--- config.mk ---
export PLATFORM = sky130hd
export DESIGN_NAME = sha1_message_digest
export DESIGN_NICKNAME = d
export VERILOG_FILES = /design/src/sv/sha1md_pkg.sv /design/src/sv/sha1_message_digest.sv
export SDC_FILE = /design/constraint.sdc
export NUM_CORES = 2
export LEC_CHECK = 0
export BUFFER_PORTS_ARGS = -buffer_cell sky130_fd_sc_hd__buf_2
export CAP_MARGIN = 0
export CORE_AREA = 4 4 347 349
export DETAILED_ROUTE_END_ITERATION = 10
export DIE_AREA = 0 0 351 353
export HOLD_SLACK_MARGIN = 0.05
export PLACE_DENSITY = 0.74
export RECOVER_POWER = 25
export SYNTH_ARGS = -nofsm -noshare
export SYNTH_HDL_FRONTEND = slang
export SYNTH_SLANG_ARGS = --single-unit
export TNS_END_PERCENT = 5
--- constraint.sdc ---
create_clock -name aclk -period 15.6 [get_ports aclk]
set_input_delay 1.56 -clock aclk [delete_from_list [all_inputs] [get_ports aclk]]
set_output_delay 1.56 -clock aclk [all_outputs]
set_load 0.01 [all_outputs]
--- src/sv/sha1md_pkg.sv ---
// Package for the SHA-1 message digest block: beat types, FSM and block-mode
// enums, initial hash and round constants.
// No dependencies.
`default_nettype none

package sha1md_pkg;

    localparam int unsigned WORD_W      = 32;
    localparam int unsigned HASH_WORDS  = 5;
    localparam int unsigned BLK_WORDS   = 16;
    localparam logic [6:0]  ROUND_LAST  = 7'd79;
    localparam logic [6:0]  SCHED_FIRST = 7'd16;
    localparam logic [6:0]  LOAD_LAST   = 7'd5;
    localparam logic [2:0]  DIGEST_LAST = 3'd4;
    localparam logic [3:0]  LEN_HI_IDX  = 4'd14;
    localparam logic [3:0]  LEN_LO_IDX  = 4'd15;
    localparam logic [5:0]  POS_LAST    = 6'd63;
    localparam logic [7:0]  PAD_BYTE    = 8'h80;

    localparam logic [31:0] K0 = 32'h5A827999;
    localparam logic [31:0] K1 = 32'h6ED9EBA1;
    localparam logic [31:0] K2 = 32'h8F1BBCDC;
    localparam logic [31:0] K3 = 32'hCA62C1D6;

    typedef struct packed {
        logic [7:0] data_byte;
        logic       has_byte;
        logic       end_of_message;
    } in_beat_t;

    typedef struct packed {
        logic [31:0] digest_word;
        logic [2:0]  word_index;
        logic        last_word;
    } out_beat_t;

    typedef enum logic [6:0] {
        S_IDLE  = 7'b0000001,
        S_PAD   = 7'b0000010,
        S_LOAD  = 7'b0000100,
        S_ROUND = 7'b0001000,
        S_FIN   = 7'b0010000,
        S_ORD   = 7'b0100000,
        S_OSEND = 7'b1000000
    } state_t;

    // FULL: data block; PAD: last block with length; OVF: padded block
    // without length; LEN: length-only block after OVF
    typedef enum logic [1:0] {
        MODE_FULL = 2'd0,
        MODE_PAD  = 2'd1,
        MODE_OVF  = 2'd2,
        MODE_LEN  = 2'd3
    } blk_mode_t;

    function automatic logic [31:0] hash_init(input logic [2:0] idx);
        logic [31:0] v;
        unique case (idx)
            3'd0:    v = 32'h67452301;
            3'd1:    v = 32'hEFCDAB89;
            3'd2:    v = 32'h98BADCFE;
            3'd3:    v = 32'h10325476;
            3'd4:    v = 32'hC3D2E1F0;
            default: v = 32'h0;
        endcase
        return v;
    endfunction

    function automatic logic [31:0] place_byte(input logic [31:0] acc,
                                               input logic [1:0]  lane,
                                               input logic [7:0]  b);
        logic [31:0] v;
        unique case (lane)
            2'd0:    v = {b, 24'h0};
            2'd1:    v = acc | {8'h0, b, 16'h0};
            2'd2:    v = acc | {16'h0, b, 8'h0};
            default: v = acc | {24'h0, b};
        endcase
        return v;
    endfunction

endpackage

`default_nettype wire

--- src/sv/sha1_message_digest.sv ---
// SHA-1 message digest over a byte stream, top level.
// Depends on sha1md_pkg.
//
//  channel | ports                     | direction | beat
//  s_      | s_valid s_ready s_data    | in        | one byte and/or end marker
//  m_      | m_valid m_ready m_data    | out       | one digest word, 5 per message
//
// Each byte beat is written to the block-word memory; the 64th byte of a block starts
// compression (hash load, 80 rounds, hash update), one round per cycle through
// the block-word and hash memories.
// End of message: pad setup, one or two compressed blocks, then a read and a send
// state per digest word, each send held until m_ready. Input is taken only when idle.
// Reset is synchronous, active low; no memory clearing pass is needed.
`default_nettype none

module sha1_message_digest (
    input  wire                        aclk,
    input  wire                        aresetn,
    input  wire                        s_valid,
    output logic                       s_ready,
    input  wire sha1md_pkg::in_beat_t  s_data,
    output logic                       m_valid,
    input  wire                        m_ready,
    output sha1md_pkg::out_beat_t      m_data
);

    sha1md_pkg::state_t    state_reg, state_next;
    sha1md_pkg::blk_mode_t mode_reg, mode_next;
    logic [6:0]  cnt_reg, cnt_next;
    logic        end_pend_reg, end_pend_next;
    logic        fresh_reg, fresh_next;
    logic [63:0] msg_bits_reg, msg_bits_next;
    logic [31:0] acc_reg, acc_next;
    logic [31:0] pad_word_reg, pad_word_next;
    logic [3:0]  pad_idx_reg, pad_idx_next;
    logic [2:0]  out_idx_reg, out_idx_next;
    logic [31:0] a_reg, b_reg, c_reg, d_reg, e_reg;
    logic [31:0] a_next, b_next, c_next, d_next, e_next;
    logic [31:0] sched_reg [sha1md_pkg::BLK_WORDS];
    logic [31:0] sched_next [sha1md_pkg::BLK_WORDS];

    logic [31:0] bw_mem [sha1md_pkg::BLK_WORDS];
    logic        bw_we, bw_re;
    logic [3:0]  bw_waddr, bw_raddr;
    logic [31:0] bw_wdata, bw_rdata_reg;

    logic [31:0] hv_mem [sha1md_pkg::HASH_WORDS];
    logic        hv_we, hv_re;
    logic [2:0]  hv_waddr, hv_raddr, hv_ridx_reg;
    logic [31:0] hv_wdata, hv_rdata_reg;

    logic [5:0]  pos;
    logic        accept;
    logic [31:0] hval;
    logic [3:0]  widx;
    logic [31:0] blk_word, w_sel, f_val, k_val, t_val;

    assign pos    = msg_bits_reg[8:3];
    assign accept = s_valid && s_ready;
    assign hval   = fresh_reg ? sha1md_pkg::hash_init(hv_ridx_reg) : hv_rdata_reg;
    assign widx   = cnt_reg[3:0];

    assign s_ready             = (state_reg == sha1md_pkg::S_IDLE);
    assign m_valid             = (state_reg == sha1md_pkg::S_OSEND);
    assign m_data.digest_word  = hv_rdata_reg;
    assign m_data.word_index   = out_idx_reg;
    assign m_data.last_word    = (out_idx_reg == sha1md_pkg::DIGEST_LAST);

    // block word as seen by rounds 0..15, padding applied on the fly
    always_comb begin
        blk_word = 32'h0;
        unique case (mode_reg)
            sha1md_pkg::MODE_FULL: blk_word = bw_rdata_reg;
            sha1md_pkg::MODE_PAD, sha1md_pkg::MODE_OVF: begin
                if (widx < pad_idx_reg) begin
                    blk_word = bw_rdata_reg;
                end else if (widx == pad_idx_reg) begin
                    blk_word = pad_word_reg;
                end else if (mode_reg == sha1md_pkg::MODE_PAD
                             && widx == sha1md_pkg::LEN_HI_IDX) begin
                    blk_word = msg_bits_reg[63:32];
                end else if (mode_reg == sha1md_pkg::MODE_PAD
                             && widx == sha1md_pkg::LEN_LO_IDX) begin
                    blk_word = msg_bits_reg[31:0];
                end
            end
            default: begin
                if (widx == sha1md_pkg::LEN_HI_IDX) begin
                    blk_word = msg_bits_reg[63:32];
                end else if (widx == sha1md_pkg::LEN_LO_IDX) begin
                    blk_word = msg_bits_reg[31:0];
                end
            end
        endcase
    end

    always_comb begin
        logic [31:0] x;
        x = sched_reg[13] ^ sched_reg[8] ^ sched_reg[2] ^ sched_reg[0];
        w_sel = (cnt_reg < sha1md_pkg::SCHED_FIRST) ? blk_word : {x[30:0], x[31]};
    end

    always_comb begin
        if (cnt_reg < 7'd20) begin
            f_val = (b_reg & c_reg) | (~b_reg & d_reg);
            k_val = sha1md_pkg::K0;
        end else if (cnt_reg < 7'd40) begin
            f_val = b_reg ^ c_reg ^ d_reg;
            k_val = sha1md_pkg::K1;
        end else if (cnt_reg < 7'd60) begin
            f_val = (b_reg & c_reg) | (b_reg & d_reg) | (c_reg & d_reg);
            k_val = sha1md_pkg::K2;
        end else begin
            f_val = b_reg ^ c_reg ^ d_reg;
            k_val = sha1md_pkg::K3;
        end
        t_val = {a_reg[26:0], a_reg[31:27]} + f_val + e_reg + k_val + w_sel;
    end

    always_comb begin
        state_next    = state_reg;
        mode_next     = mode_reg;
        cnt_next      = cnt_reg;
        end_pend_next = end_pend_reg;
        fresh_next    = fresh_reg;
        msg_bits_next = msg_bits_reg;
        acc_next      = acc_reg;
        pad_word_next = pad_word_reg;
        pad_idx_next  = pad_idx_reg;
        out_idx_next  = out_idx_reg;
        a_next        = a_reg;
        b_next        = b_reg;
        c_next        = c_reg;
        d_next        = d_reg;
        e_next        = e_reg;
        sched_next    = sched_reg;
        bw_we         = 1'b0;
        bw_waddr      = pos[5:2];
        bw_wdata      = sha1md_pkg::place_byte(acc_reg, pos[1:0], s_data.data_byte);
        bw_re         = 1'b0;
        bw_raddr      = 4'd0;
        hv_we         = 1'b0;
        hv_waddr      = cnt_reg[2:0] - 3'd1;
        hv_wdata      = hval + a_reg;
        hv_re         = 1'b0;
        hv_raddr      = cnt_reg[2:0];

        unique case (state_reg)
            sha1md_pkg::S_IDLE: begin
                if (accept) begin
                    if (s_data.has_byte) begin
                        bw_we         = 1'b1;
                        acc_next      = bw_wdata;
                        msg_bits_next = msg_bits_reg + 64'd8;
                    end
                    if (s_data.has_byte && pos == sha1md_pkg::POS_LAST) begin
                        state_next    = sha1md_pkg::S_LOAD;
                        mode_next     = sha1md_pkg::MODE_FULL;
                        cnt_next      = 7'd0;
                        end_pend_next = s_data.end_of_message;
                    end else if (s_data.end_of_message) begin
                        state_next = sha1md_pkg::S_PAD;
                    end
                end
            end
            sha1md_pkg::S_PAD: begin
                pad_word_next = sha1md_pkg::place_byte(acc_reg, pos[1:0],
                                                       sha1md_pkg::PAD_BYTE);
                pad_idx_next  = pos[5:2];
                mode_next     = (pos[5:3] == 3'b111) ? sha1md_pkg::MODE_OVF
                                                     : sha1md_pkg::MODE_PAD;
                end_pend_next = 1'b0;
                cnt_next      = 7'd0;
                state_next    = sha1md_pkg::S_LOAD;
            end
            sha1md_pkg::S_LOAD: begin
                hv_re = (cnt_reg < sha1md_pkg::LOAD_LAST);
                if (cnt_reg != 7'd0) begin
                    a_next = b_reg;
                    b_next = c_reg;
                    c_next = d_reg;
                    d_next = e_reg;
                    e_next = hval;
                end
                if (cnt_reg == sha1md_pkg::LOAD_LAST) begin
                    bw_re      = 1'b1;
                    bw_raddr   = 4'd0;
                    cnt_next   = 7'd0;
                    state_next = sha1md_pkg::S_ROUND;
                end else begin
                    cnt_next = cnt_reg + 7'd1;
                end
            end
            sha1md_pkg::S_ROUND: begin
                bw_re    = (cnt_reg < 7'd15);
                bw_raddr = widx + 4'd1;
                a_next   = t_val;
                b_next   = a_reg;
                c_next   = {b_reg[1:0], b_reg[31:2]};
                d_next   = c_reg;
                e_next   = d_reg;
                for (int i = 0; i < 15; i++) begin
                    sched_next[i] = sched_reg[i + 1];
                end
                sched_next[15] = w_sel;
                if (cnt_reg == sha1md_pkg::ROUND_LAST) begin
                    cnt_next   = 7'd0;
                    state_next = sha1md_pkg::S_FIN;
                end else begin
                    cnt_next = cnt_reg + 7'd1;
                end
            end
            sha1md_pkg::S_FIN: begin
                hv_re = (cnt_reg < sha1md_pkg::LOAD_LAST);
                if (cnt_reg != 7'd0) begin
                    hv_we  = 1'b1;
                    a_next = b_reg;
                    b_next = c_reg;
                    c_next = d_reg;
                    d_next = e_reg;
                end
                if (cnt_reg == sha1md_pkg::LOAD_LAST) begin
                    fresh_next = 1'b0;
                    cnt_next   = 7'd0;
                    unique case (mode_reg)
                        sha1md_pkg::MODE_FULL: begin
                            state_next = end_pend_reg ? sha1md_pkg::S_PAD
                                                      : sha1md_pkg::S_IDLE;
                        end
                        sha1md_pkg::MODE_OVF: begin
                            mode_next  = sha1md_pkg::MODE_LEN;
                            state_next = sha1md_pkg::S_LOAD;
                        end
                        default: begin
                            out_idx_next = 3'd0;
                            state_next   = sha1md_pkg::S_ORD;
                        end
                    endcase
                end else begin
                    cnt_next = cnt_reg + 7'd1;
                end
            end
            sha1md_pkg::S_ORD: begin
                hv_re      = 1'b1;
                hv_raddr   = out_idx_reg;
                state_next = sha1md_pkg::S_OSEND;
            end
            sha1md_pkg::S_OSEND: begin
                if (m_ready) begin
                    if (out_idx_reg == sha1md_pkg::DIGEST_LAST) begin
                        fresh_next    = 1'b1;
                        msg_bits_next = 64'd0;
                        out_idx_next  = 3'd0;
                        state_next    = sha1md_pkg::S_IDLE;
                    end else begin
                        out_idx_next = out_idx_reg + 3'd1;
                        state_next   = sha1md_pkg::S_ORD;
                    end
                end
            end
            default: begin
                state_next = sha1md_pkg::S_IDLE;
            end
        endcase
    end

    always_ff @(posedge aclk) begin
        if (!aresetn) begin
            state_reg    <= sha1md_pkg::S_IDLE;
            mode_reg     <= sha1md_pkg::MODE_FULL;
            cnt_reg      <= 7'd0;
            end_pend_reg <= 1'b0;
            fresh_reg    <= 1'b1;
            msg_bits_reg <= 64'd0;
            out_idx_reg  <= 3'd0;
        end else begin
            state_reg    <= state_next;
            mode_reg     <= mode_next;
            cnt_reg      <= cnt_next;
            end_pend_reg <= end_pend_next;
            fresh_reg    <= fresh_next;
            msg_bits_reg <= msg_bits_next;
            out_idx_reg  <= out_idx_next;
        end
    end

    always_ff @(posedge aclk) begin
        acc_reg      <= acc_next;
        pad_word_reg <= pad_word_next;
        pad_idx_reg  <= pad_idx_next;
        a_reg        <= a_next;
        b_reg        <= b_next;
        c_reg        <= c_next;
        d_reg        <= d_next;
        e_reg        <= e_next;
        sched_reg    <= sched_next;
    end

    // block word memory
    always_ff @(posedge aclk) begin
        if (bw_we) begin
            bw_mem[bw_waddr] <= bw_wdata;
        end
        if (bw_re) begin
            bw_rdata_reg <= bw_mem[bw_raddr];
        end
    end

    // chaining value memory; reads as initial constants while fresh
    always_ff @(posedge aclk) begin
        if (hv_we) begin
            hv_mem[hv_waddr] <= hv_wdata;
        end
        if (hv_re) begin
            hv_rdata_reg <= hv_mem[hv_raddr];
            hv_ridx_reg  <= hv_raddr;
        end
    end

endmodule

`default_nettype wire

==> summary.md <==
The final core area utilization came out at 0.627. The cell with the largest stage delay on the worst path is sky130_fd_sc_hd__clkinvlp_2. The final routed DRC violation total was 0; the mux contribution to synthesized area was 0.0257. The sum of net half-perimeters after detailed placement came out at 101 mm. The run gives 0.0329 ns as the final clock skew. The post-synthesis share of cell area spent on xor and xnor gates was 0.0271; the maximum ir drop on the vdd rail was 0.111 mV. Number of synthesized flops with an enable pin: 1,479.

The post-synthesis adder-cell area fraction came out at 0.0530. The pin count of the biggest net entering global routing is 206, and the post-cts repair resize count is 0. From synthesis to final layout, the design area changed by 10.7%. The final cycle utilization of the critical path was 0.632; the area of the core was 117,000 um^2. Worst-case reg-to-reg path depth: 9. Synthesis handed over a netlist of 4,796 instances. Summing all flip-flop and latch instances after layout gives 46,100 um^2. The post-synthesis simple-gate area fraction is 0.0930, and the sequential share of the synthesized area is 0.692. The first global-routing pass estimated 239 mm of wire. The layout has 8,438 filler cells.

The path category of the worst min-delay check is register to register. TritonCTS created 156 clock buffers. Across all register-to-register paths, the minimum setup slack is 5.75 ns. For the total number of nets in the final design, the log shows 5,067. The worst path arrival time came out at 10.33 ns. For the standby leakage power, the log shows 25.8 nW.

The design draws 10.3 mW. Routed via count: 39,913. For the headroom to the max-slew limit, the log shows -2.63. The number of buffers added for setup after CTS was 0; the measured slew at the worst slew-check pin was 5.45 ns. For the synthesized net count, the log shows 5,019.

Summed over all failing endpoints, the final setup total negative slack is 0 ns. The post-cts hold buffer count is 0. Initial antenna violation count: 6. By area the synthesized netlist is led by sky130_fd_sc_hd__edfxtp_1, sky130_fd_sc_hd__nand2_1, sky130_fd_sc_hd__fa_1.

Once detail routing completed, the nets flagged for antenna violations numbered 0. The area share of the largest cell type after synthesis is 0.668. Dividing the detail-routed wire length by the instance count gives 24.6 um.

Across the run, the number of max-cap violations was 9. For the sum of overflow across all layers after global routing, the log shows 0. The run gives 0.258 as the global-route total usage across every layer. The tools report the category of the worst setup path capture point as a register. Largest fanout on the critical path: 119. The die covers 124,000 um^2. The count of cells in the finished layout, fillers not included, comes to 6,509.

For the number of distinct standard cells referenced by the synthesized netlist, the log shows 77. The startpoint-to-endpoint class of the critical path is register to register. For the number of max-slew violations in the final report, the log shows 560. The final reports fail on capacitance limit, slew limit.

Traced cell by cell, the critical path runs through nor4_1 -> nand3_1 -> clkinvlp_2 -> nand2_4 -> buf_4 -> nand2_1 -> a21oi_1 -> a211oi_1 -> o32ai_1. The most critical setup path has its startpoint at state_reg[2]. In this run the deepest clock path goes through 3 buffers. After synthesis, the largest family of logic cells by area is simple AND/OR/NAND/NOR gates. Dividing the synthesized area by the synthesized cell count gives 13.9 um^2. TritonCTS built the clock tree. Routed via count divided by cell count: 6.13. The fraction of the mapped netlist area in compound gates came out at 0.0826.

The run gives 66,500 um^2 as the total standard cell area after synthesis. The number of clock sinks was 1,561. The run finished, with violations left. Post-CTS clock slew at the launch and capture registers of the worst setup and hold paths: 0.06 ns. In this run the worst setup path terminates at bw_rdata_reg[22]. The leading area contributor after synthesis was sky130_fd_sc_hd__edfxtp_1. The routed design has 160 mm of wire.

Counting flops and latches in the post-synthesis netlist gives 1,561. The initial core utilization came out at 0.566. The dominant register cell in the synthesized netlist is sky130_fd_sc_hd__edfxtp_1. The required time at the worst-slack endpoint is 16.07 ns.

The startpoint class of the critical path is a register. In this run, the number of DRC markers left after iteration 0 of detailed routing was 5,316. The startpoint identified for the worst register-to-register timing path is state_reg[2]. The worst register-to-register path ends at bw_rdata_reg[22]. The root buffer cell is sky130_fd_sc_hd__clkbuf_16.

The first detailed-routing pass ran for 7 iterations. Power spread over the standard cell area amounts to 140 nW/um^2. The ratio of cells with drive above 1 in the final layout was 0.0964; the via count of the first global-routing pass was 38,056.

Across all hold checks on the routed design, the worst slack comes to 0.394 ns. The floorplan step set the die height to 353 um. Clock latency on the worst-skew pair, taken at its later pin, is 0.79 ns. The run gives 52 as the number of top-level design ports. Number of hold-slack violations in the final timing report: 0. The async set-or-reset flop fraction in the synthesized netlist was 0; the final number of setup-violating endpoints was 0. The congestion estimate from routability-driven global placement came to 0.950. The H-tree was split into 4 levels. The count of buffers added on input and output ports is 51. The multi-input combinational cells in the finished layout cover a total of 19,000 um^2. In this run the horizontal extent of the chip is 351 um. The time the worst path needs with I/O delays and setup is 9.85 ns, and the placed instance count is 6,222. On the worst path, the slowest cell contributes a delay of 3.89 ns. Derived from the worst setup path, the maximum achievable clock frequency is 102 MHz. The number of cell rows is 126.

Setup repair after global routing left no endpoint under its margin. The Yosys step of the flow raised 0 warnings.
[routing by layer]
metal  vias to the layer above  track usage  share of wire
met3                       296       0.0500          0.098
met4                         2       0.0853          0.031
met5                         -            0       0.000081
li1                      17717            -              -
met2                      2017        0.381           0.45
met1                     19881        0.388           0.42
[worst min-delay path by stage]
stage                               from        endpoint  depth (start not counted)
after global routing      sched_reg[326]  sched_reg[358]                          0
after CTS                 sched_reg[286]  sched_reg[318]                          0
after floorplan            sched_reg[96]  sched_reg[128]                          0
after global placement    sched_reg[313]  sched_reg[345]                          0
final                     sched_reg[326]  sched_reg[358]                          0
after detailed placement  sched_reg[101]  sched_reg[133]                          0
[layout make-up]
type / instances / share of cell area
Tap cell: 1536 / 0.0261
Inverter: 232 / 0.0118
Sequential cell: 1561 / 0.626
Antenna cell: 4 / 0.000136
Clock buffer: 199 / 0.0569
Clock inverter: 84 / 0.0113
Multi-Input combinational cell: 2775 / 0.258
Timing Repair Buffer: 118 / 0.0101
[critical path: cells and delay by family, from the launching register on]
kind / cells / cell delay [ns]
AOI/OAI and AO/OA: 3 / 1.03
buffers and inverters: 2 / 4.80
DFF: 1 / 0.42
and+or+nand+nor: 4 / 3.18
[metrics by stage]
stage	setup slack [ns]	cell area, um^2
after floorplan	7.20	66500
after global placement	7.45	68700
after detailed placement	7.34	68700
after CTS	7.33	73700
after global routing	4.98	73600
final	5.75	73600
[synth_stat cells (58+ instances only)]
library cell / instances
sky130_fd_sc_hd__a211oi_1: 66
sky130_fd_sc_hd__a21o_1: 58
sky130_fd_sc_hd__a21oi_1: 185
sky130_fd_sc_hd__a22oi_1: 64
sky130_fd_sc_hd__clkbuf_1: 193
sky130_fd_sc_hd__dfxtp_1: 82
sky130_fd_sc_hd__edfxtp_1: 1479
sky130_fd_sc_hd__fa_1: 121
sky130_fd_sc_hd__ha_1: 88
sky130_fd_sc_hd__inv_1: 231
sky130_fd_sc_hd__nand2_1: 697
sky130_fd_sc_hd__nand3_1: 169
sky130_fd_sc_hd__nor2_1: 251
sky130_fd_sc_hd__o21ai_0: 240
sky130_fd_sc_hd__or3_1: 60
sky130_fd_sc_hd__xnor2_1: 123
sky130_fd_sc_hd__xor2_1: 83
[power by group]
group	total [mW]	internal, mW	leakage [nW]	switching [mW]
Sequential	4.96	4.87	14.1	0.0921
Clock	3.69	2.11	2.44	1.58
Combinational	1.63	0.582	9.24	1.04
[placed cells by master (no fill, tap or decap), types with 22 or more instances in the layout]
| cell type | synthesis | layout |
|---|---|---|
| sky130_fd_sc_hd__o221ai_1 | 40 | 40 |
| sky130_fd_sc_hd__or3_1 | 60 | 59 |
| sky130_fd_sc_hd__nand2_1 | 697 | 695 |
| sky130_fd_sc_hd__and2_1 | 39 | 26 |
| sky130_fd_sc_hd__and3_1 | 54 | 53 |
| sky130_fd_sc_hd__a31oi_1 | 22 | 22 |
| sky130_fd_sc_hd__mux4_2 | 38 | 38 |
| sky130_fd_sc_hd__a221oi_1 | 29 | 29 |
| sky130_fd_sc_hd__a22oi_1 | 64 | 64 |
| sky130_fd_sc_hd__a21oi_1 | 185 | 182 |
| sky130_fd_sc_hd__ha_1 | 88 | 86 |
| sky130_fd_sc_hd__edfxtp_1 | 1479 | 1479 |
| sky130_fd_sc_hd__buf_4 | 1 | 59 |
| sky130_fd_sc_hd__nor2_1 | 251 | 236 |
| sky130_fd_sc_hd__o21ai_0 | 240 | 239 |
| sky130_fd_sc_hd__a211oi_1 | 66 | 66 |
| sky130_fd_sc_hd__fa_1 | 121 | 121 |
| sky130_fd_sc_hd__clkbuf_1 | 193 | 42 |
| sky130_fd_sc_hd__buf_2 | 17 | 51 |
| sky130_fd_sc_hd__clkbuf_16 | 0 | 160 |
| sky130_fd_sc_hd__dfxtp_1 | 82 | 81 |
| sky130_fd_sc_hd__clkinv_2 | 0 | 27 |
| sky130_fd_sc_hd__a21o_1 | 58 | 58 |
| sky130_fd_sc_hd__mux2i_1 | 44 | 44 |
| sky130_fd_sc_hd__nand3_1 | 169 | 169 |
| sky130_fd_sc_hd__xor2_1 | 83 | 82 |
| sky130_fd_sc_hd__o211ai_1 | 40 | 40 |
| sky130_fd_sc_hd__xnor2_1 | 123 | 122 |
| sky130_fd_sc_hd__mux2_2 | 37 | 37 |
| sky130_fd_sc_hd__clkinv_1 | 1 | 27 |
| sky130_fd_sc_hd__inv_1 | 231 | 227 |
[kinds of logic (layout without fill, tap and decap cells)]
logic type | count (synthesis) | count (layout)
flip-flops | 1561 | 1561
AND/OR/NAND/NOR | 1390 | 1390
AO/OA/AOI/OAI | 851 | 851
adder cells (fa/ha/maj) | 209 | 209
buffers and inverters | 460 | 633
other | 0 | 4
multiplexers | 119 | 119
XOR/XNOR | 206 | 206
Power figures use the tool's default switching activity.
